$ cat src/hw/rtl/sem_pkg.sv
// Shared constants and types for the Sobel edge magnitude block.
package sem_pkg;

  localparam int MAX_WIDTH_DEF  = 1024;
  localparam int PIX_BITS       = 8;
  localparam int FW_BITS        = 11;
  localparam int FH_BITS        = 16;
  localparam int CFG_DATA_BITS  = 16;
  localparam int CFG_INDEX_BITS = 1;

  localparam logic [FW_BITS-1:0] FW_RESET = FW_BITS'(640);
  localparam logic [FH_BITS-1:0] FH_RESET = FH_BITS'(480);

  localparam logic [CFG_INDEX_BITS-1:0] REG_FRAME_WIDTH  = 1'd0;
  localparam logic [CFG_INDEX_BITS-1:0] REG_FRAME_HEIGHT = 1'd1;

  typedef struct packed {
    logic                valid;
    logic                last;
    logic [PIX_BITS-1:0] ma;
    logic [PIX_BITS-1:0] mb;
  } grad_t;

endpackage

$ cat src/hw/rtl/sem_magnitude.sv
// Sum of squares and pipelined integer square root, two root bits per stage.
module sem_magnitude
  import sem_pkg::*;
(
  input  logic                clk,
  input  logic                rst,
  input  logic                en,
  input  grad_t               grad,
  output logic                valid,
  output logic [PIX_BITS-1:0] magnitude,
  output logic                last
);

  localparam int NSTAGE = 4;
  localparam int SQW    = 2 * PIX_BITS;

  logic             valid_q [NSTAGE+1];
  logic             last_q  [NSTAGE+1];
  logic             sat_q   [NSTAGE+1];
  logic [SQW-1:0]   op_q    [NSTAGE+1];
  logic [SQW-1:0]   res_q   [NSTAGE+1];

  logic [SQW-1:0]   sq_a;
  logic [SQW-1:0]   sq_b;
  logic [SQW:0]     sq_sum;

  assign sq_a   = SQW'(grad.ma) * SQW'(grad.ma);
  assign sq_b   = SQW'(grad.mb) * SQW'(grad.mb);
  assign sq_sum = {1'b0, sq_a} + {1'b0, sq_b};

  always_ff @(posedge clk) begin
    if (rst) begin
      valid_q[0] <= 1'b0;
    end else if (en) begin
      valid_q[0] <= grad.valid;
    end
  end

  always_ff @(posedge clk) begin
    if (en) begin
      last_q[0] <= grad.last;
      sat_q[0]  <= sq_sum[SQW];
      op_q[0]   <= sq_sum[SQW-1:0];
      res_q[0]  <= '0;
    end
  end

  for (genvar k = 0; k < NSTAGE; k++) begin : g_stage
    logic [SQW-1:0] op_n;
    logic [SQW-1:0] res_n;
    logic [SQW:0]   trial;
    logic [SQW-1:0] one;

    always_comb begin
      op_n  = op_q[k];
      res_n = res_q[k];
      trial = '0;
      one   = '0;
      for (int j = 0; j < 2; j++) begin
        one   = SQW'(1) << (SQW - 2 - 4 * k - 2 * j);
        trial = {1'b0, res_n} + {1'b0, one};
        if ({1'b0, op_n} >= trial) begin
          op_n  = op_n - trial[SQW-1:0];
          res_n = (res_n >> 1) + one;
        end else begin
          res_n = res_n >> 1;
        end
      end
    end

    always_ff @(posedge clk) begin
      if (rst) begin
        valid_q[k+1] <= 1'b0;
      end else if (en) begin
        valid_q[k+1] <= valid_q[k];
      end
    end

    always_ff @(posedge clk) begin
      if (en) begin
        last_q[k+1] <= last_q[k];
        sat_q[k+1]  <= sat_q[k];
        op_q[k+1]   <= op_n;
        res_q[k+1]  <= res_n;
      end
    end
  end

  assign valid     = valid_q[NSTAGE];
  assign last      = last_q[NSTAGE];
  assign magnitude = sat_q[NSTAGE] ? '1 : res_q[NSTAGE][PIX_BITS-1:0];

endmodule

$ cat config.mk
export PLATFORM = sky130hd
export DESIGN_NAME = sem_magnitude
export DESIGN_NICKNAME = d
export VERILOG_FILES = /design/src/hw/rtl/sem_pkg.sv /design/src/hw/rtl/sem_magnitude.sv
export SDC_FILE = /design/constraint.sdc
export NUM_CORES = 1
export LEC_CHECK = 0
export BUFFER_PORTS_ARGS = -buffer_cell sky130_fd_sc_hd__buf_4
export CAP_MARGIN = 10
export CORE_UTILIZATION = 45
export CTS_CLUSTER_DIAMETER = 30
export DETAILED_ROUTE_END_ITERATION = 16
export PLACE_DENSITY = 0.61
export SYNTH_ARGS = -nofsm -noshare
export SYNTH_HDL_FRONTEND = slang
export SYNTH_SLANG_ARGS = --single-unit
$ cat constraint.sdc
create_clock -name clk -period 14.8 [get_ports clk]
set_input_delay 1.48 -clock clk [delete_from_list [all_inputs] [get_ports clk]]
set_output_delay 1.48 -clock clk [all_outputs]
set_load 0.005 [all_outputs]
-- Word-level counts from Yosys, hierarchy flattened
Memories as Yosys holds them, arrays and structs flattened.
Cells that the tools add are included.
- add/subtract/negate cells: 25
- multipliers: 2
- order comparisons: 8
- muxes and demuxes: 28
- bitwise gates (word level): 5
- operators by type and width (cell ; count):
    16-bit two-way mux ; 16
    16-bit by 17-bit greater-or-equal comparator with 1-bit output ; 8
    16-bit subtractor ; 8
    8-bit by 8-bit multiplier with 16-bit output ; 2
    16-bit by 1-bit adder with 17-bit output (second input constant) ; 1
    16-bit by 11-bit adder with 17-bit output (second input constant) ; 1
    16-bit by 13-bit adder with 17-bit output (second input constant) ; 1
    16-bit by 15-bit adder with 17-bit output (second input constant) ; 1
    16-bit by 16-bit adder with 17-bit output ; 1
    16-bit by 3-bit adder with 17-bit output (second input constant) ; 1
    16-bit by 5-bit adder with 17-bit output (second input constant) ; 1
    16-bit by 7-bit adder with 17-bit output (second input constant) ; 1
    16-bit by 9-bit adder with 17-bit output (second input constant) ; 1
    15-bit by 1-bit adder with 16-bit output (second input constant) ; 1
    15-bit by 11-bit adder with 16-bit output (second input constant) ; 1
    15-bit by 13-bit adder with 16-bit output (second input constant) ; 1
    15-bit by 15-bit adder with 16-bit output (second input constant) ; 1
    15-bit by 3-bit adder with 16-bit output (second input constant) ; 1
    15-bit by 5-bit adder with 16-bit output (second input constant) ; 1
    15-bit by 7-bit adder with 16-bit output (second input constant) ; 1
    15-bit by 9-bit adder with 16-bit output (second input constant) ; 1
    1-bit two-way mux ; 11
    8-bit two-way mux ; 1
    1-bit bitwise OR ; 5
- register bits after elaboration: 0
- memory bits (writable): 175
- bits of input ports: 21
- logic and storage cells: 73
- memories kept: 5
- memory list (memory ; depth ; bits a word ; rd ports ; clocked after memory_dff ; wr ports ; line ; RTL):
    op_q ; 5 ; 16 ; 4 ; 0 ; 5 ; sem_magnitude.sv:20 ; logic [SQW-1:0] op_q [NSTAGE+1];
    res_q ; 5 ; 16 ; 5 ; 0 ; 5 ; sem_magnitude.sv:21 ; logic [SQW-1:0] res_q [NSTAGE+1];
    last_q ; 5 ; 1 ; 5 ; 0 ; 5 ; sem_magnitude.sv:18 ; logic last_q [NSTAGE+1];
    sat_q ; 5 ; 1 ; 5 ; 0 ; 5 ; sem_magnitude.sv:19 ; logic sat_q [NSTAGE+1];
    valid_q ; 5 ; 1 ; 5 ; 0 ; 5 ; sem_magnitude.sv:17 ; logic valid_q [NSTAGE+1];

-- Depth between registers and ports, before layout
An unclocked memory read counts as a cell.
- depth after elaboration: 7
- depth in mapped cells: 21

-- Least setup slack after synthesis
OpenSTA, ideal clock, no wires.
- path kind: input -> register
- start point: in grad[13] in the netlist's numbering
- end point: mem op_q[0][13] in the netlist's numbering, data pin
- arrival time: 6.263 ns
- slack: 8.279 ns
- stages: 19
- path buffers: 1
- path through: clkbuf_1 > nand2_1 > fa_1 > fa_1 > inv_1 > fa_1 > fa_1 > fa_1 > inv_1 > fa_1 > inv_1 > ha_1 > a21oi_1 > nor2b_1 > o211ai_1 > nand2_1 > a41oi_1 > nor2b_1 > xnor2_1
- RTL lines (item ; line ; RTL):
    from (decl) ; sem_magnitude.sv:8 ; input grad_t grad,
    to (decl) ; sem_magnitude.sv:20 ;

==> summary.md <==
| Metric | Value |
|---|---|
| Outcome | finished clean |
| Setup ws final | 8.489 ns |
| Num ports | 31 |
| Post-CTS setup buffers | 0 |
| DR vias | 5797 |
| Final wirelength | 16.87 mm |
| Final nets | 1033 |
| Pre-antenna DRT Iters | 5 |
| Total CTS buffers | 9 |
| Row count | 50 |
| Slew of the pin with the lowest slew margin | 0.8354 ns |
| Initial antenna violation count | 0 |
| Critical path peak fanout | 9 |
| Syn Inst Count | between 800 and 900 |
| Port buffer count | 30 |
| WS Path Type | input pin to register |
| Slowest stage cell, crit path | fa_1 |
| Clock Skew | 0.01423 ns |
| Crit-path cells | buf_4 > nand2_1 > fa_1 > fa_1 > inv_1 > fa_1 > fa_1 > fa_1 > inv_1 > fa_1 > inv_1 > ha_1 > a21oi_1 > nor2b_1 > o211ai_1 > nand2_1 > a41oi_1 > a21oi_1 > xor2_1 |
| Antenna Diode Count | 0 |
| Dpl ws | between 8 and 9 ns |
| Largest stage delay on the critical path | 0.54 ns |
| GRT Util Overall | 18.15% |
| Largest net degree at the start of global routing | 57 |
| Fmax | 158.5 MHz |
| Initial Utilization | a little under half |
| Switch Pwr | ~1.0 mW |
| Final Max Tran Viols | 0 |
| Critical Path RT | 14.90 ns |
| Core area | ~19000 um2 |
| Detailed-route DRC error count | 0 |
| Comb pwr share | between 60% and 70% |
| Yosys top cell area share | 33.65% |
| Vias/cell | ~5.2 |
| Die Span X | 142.1 um |
| Deepest clock path buffer count | 2 |
| Power, Total | around 2.3 mW |
| Post-synth top flop | edfxtp_1 |
| Setup violators final | 0 |
| CTS resizes | 0 |
| Slew HR | 44.07% |
| Internal | approximately 1.3 mW |
| Final period util | 42.64% |
| FF-to-FF setup slack | 9.88 ns |
| Setup TNS | 0 ns |
| CTS H-tree depth | 3 |
| P&R area growth vs syn | 9.009% |
| Arr. time, crit path | ~6.4 ns |
| TritonCTS clock tree | done |
| Syn_nets | 1003 |
| VDD IR max | 0.1471 mV |
| Post-Syn Area | a little under 9000 um2 |
| Setup crit end kind | register |
| Leak Pwr | roughly 4.3 nW |
| Hold Crit Class | register to register |
| EDFF count, synth | around 100 |
| Reg-to-reg startpoint | op_q[0][32]$_DFFE_PP_ |
| Sequential share of the synthesized area | 33.65% |
| Clk pwr share | roughly 9.9% |
| Die height | 142.1 um |
| Sequential power share | about a quarter |
| RePlAce Congestion | 0.8547 |
| Async set-or-reset flop fraction in the synthesized netlist | 0% |
| Vias in the first global route | 6111 |
| Startpoint Class | input pin |
| DP HPWL | approximately 14 mm |
| Yosys top cell by area | edfxtp_1 |
| Final Hold Viols | 0 |
| Warnings from Yosys | 0 |
| Ranking of synthesized cells by area | edfxtp_1, fa_1, ha_1 |
| Netlist cell types | 68 |
| Crit. path cell count | 19 |
| First-pass GRT wire length | between 20 and 30 mm |
| Design Area, Final | 9629 um2 |
| Most frequent CP cell | fa_1 |
| #FFs+latches synth | 99 |
| WP buf/inv | 4 |
| Hold_buf cts | 0 |
| Tmin final | ~6.3 ns |
| Die area | 20190 um2 |
| Crit path from | grad[14] |
| Avg Inst Size Synth | 10.88 um2 |
| Max Cap Viol | 0 |
| DRT iter0 DRCs | 252 |
| RSZ-0062 raised after global routing | no |
| Worst Reg-to-Reg Cells | 14 |
| Sw frac | 44.03% |
| Placed cell area | around 9300 um2 |
| Per-cell routed wire length | 15.24 um |
| Pwr Density | roughly 240 nW/um2 |
| Worst-path clk slew | 0.08 ns |
| Clock latency on the worst-skew pair | 0.35 ns |
| Share of cells above drive strength 1 | 9.209% |
| Worst r2r dst | op_q[0][62]$_DFFE_PP_ |
| GRT overflow | 0 |
| CP delay by family, top | adder cells |
| Clk root buf | clkbuf_16 |
| Antenna viol nets, final | 0 |
| Sink Count | roughly 100 |
| Worst setup path end | op_q[0][15]$_DFFE_PP_ |
==> cell usage after synthesis, types with 8 or more instances <==
cell type	count
inv_1	124
edfxtp_1	99
ha_1	94
fa_1	76
nand2_1	53
and2_1	40
a21oi_1	39
nor2_1	30
xnor2_1	30
xor2_1	19
nor3_1	16
nor2b_1	15
o21ai_0	15
or2_2	12
a21o_1	11
nand3_1	11
clkbuf_1	9
and3_1	8
==> how the worst min path moves through the flow <==
stage	from	end	slack (ns)	depth (start not counted)
3_3_place_gp	last_q[0][3]$_DFFE_PP_	last_q[0][4]$_DFFE_PP_	0.40	0
6_report	last_q[0][0]$_DFFE_PP_	last_q[0][1]$_DFFE_PP_	0.42	0
5_1_grt	last_q[0][0]$_DFFE_PP_	last_q[0][1]$_DFFE_PP_	0.42	0
3_5_place_dp	sat_q[0][3]$_DFFE_PP_	sat_q[0][4]$_DFFE_PP_	0.41	0
2_1_floorplan	last_q[0][0]$_DFFE_PP_	last_q[0][1]$_DFFE_PP_	0.40	0
4_1_cts	sat_q[0][3]$_DFFE_PP_	sat_q[0][4]$_DFFE_PP_	0.42	0
==> layer usage <==
layer | track usage [%] | part of all wire, %
met1 | 20.34 | 41
met2 | 35.24 | 55
met3 | 1.952 | 1.9
met4 | 6.338 | 2.1
met5 | 0 | 0
==> worst register-to-register path, cell delays in order, from the launching register on <==
cell and delay (ns):
edfxtp_1 0.41, nor4_1 0.54, a211oi_1 0.23, o21bai_4 0.44
inv_1 0.16, o21ai_0 0.30, ha_1 0.34, and4_1 0.19
and3_1 0.19, nor2b_1 0.13, o31a_1 0.24, a311o_1 0.39
nor4b_4 0.73, nor4b_1 0.17, xor2_1 0.19
==> metrics by stage <==
| stage | cells | hold slack (ns) | utilization (%) |
|---|---|---|---|
| after floorplan | 812 | 0.4003 | - |
| after global placement | 1091 | 0.4006 | 49.22 |
| after detailed placement | 1091 | 0.4054 | 49.22 |
| after CTS | 1107 | 0.4247 | 50.80 |
| after global routing | 1107 | 0.4213 | 50.80 |
| final | 1107 | 0.4219 | 50.80 |
==> power groups by stage <==
stage               Sequential [mW]  Combinational (mW)  Clock (mW)
floorplan                     0.537                1.28           0
global placement              0.562                1.53           0
detailed placement            0.564                1.56           0
CTS                           0.558                1.57       0.239
global route                  0.568                1.77       0.248
finish                        0.556                1.55       0.232
==> area by class of cell <==
class                           count  area [um2]
Clock buffer                        9       225.2
Clock inverter                      7       73.82
Fill cell                        1727        9326
Inverter                          125       469.2
Multi-Input combinational cell    576        5330
Sequential cell                    99        2973
Tap cell                          260       325.3
Timing Repair Buffer               31       232.7
==> registers in the layout, indices dropped and copies added, names as in the netlist <==
name     cells
sat_q        5
valid_q      5
op_q        64
last_q       5
res_q       20
==> kinds of logic (layout without fill, tap and decap cells) <==
| kind of cell | count (synthesis) | after routing | share of synthesized area (%) |
|---|---|---|---|
| buf+inv | 137 | 172 | 6.006 |
| fa+ha+maj | 171 | 171 | 30.65 |
| xor+xnor | 49 | 49 | 4.858 |
| mux | 13 | 13 | 1.601 |
| simple gates | 230 | 230 | 14.96 |
| flops | 99 | 99 | 33.65 |
| compound gates | 113 | 113 | 8.272 |
==> placed cells by master (no fill, tap or decap), types with 11 or more instances in the layout <==
master	count
a21o_1	11
a21oi_1	39
and2_1	40
buf_4	31
edfxtp_1	99
fa_1	76
ha_1	94
inv_1	124
nand2_1	53
nand3_1	11
nor2_1	30
nor2b_1	15
nor3_1	16
o21ai_0	15
or2_2	12
xnor2_1	30
xor2_1	19
(Power assumes the default switching activity.)
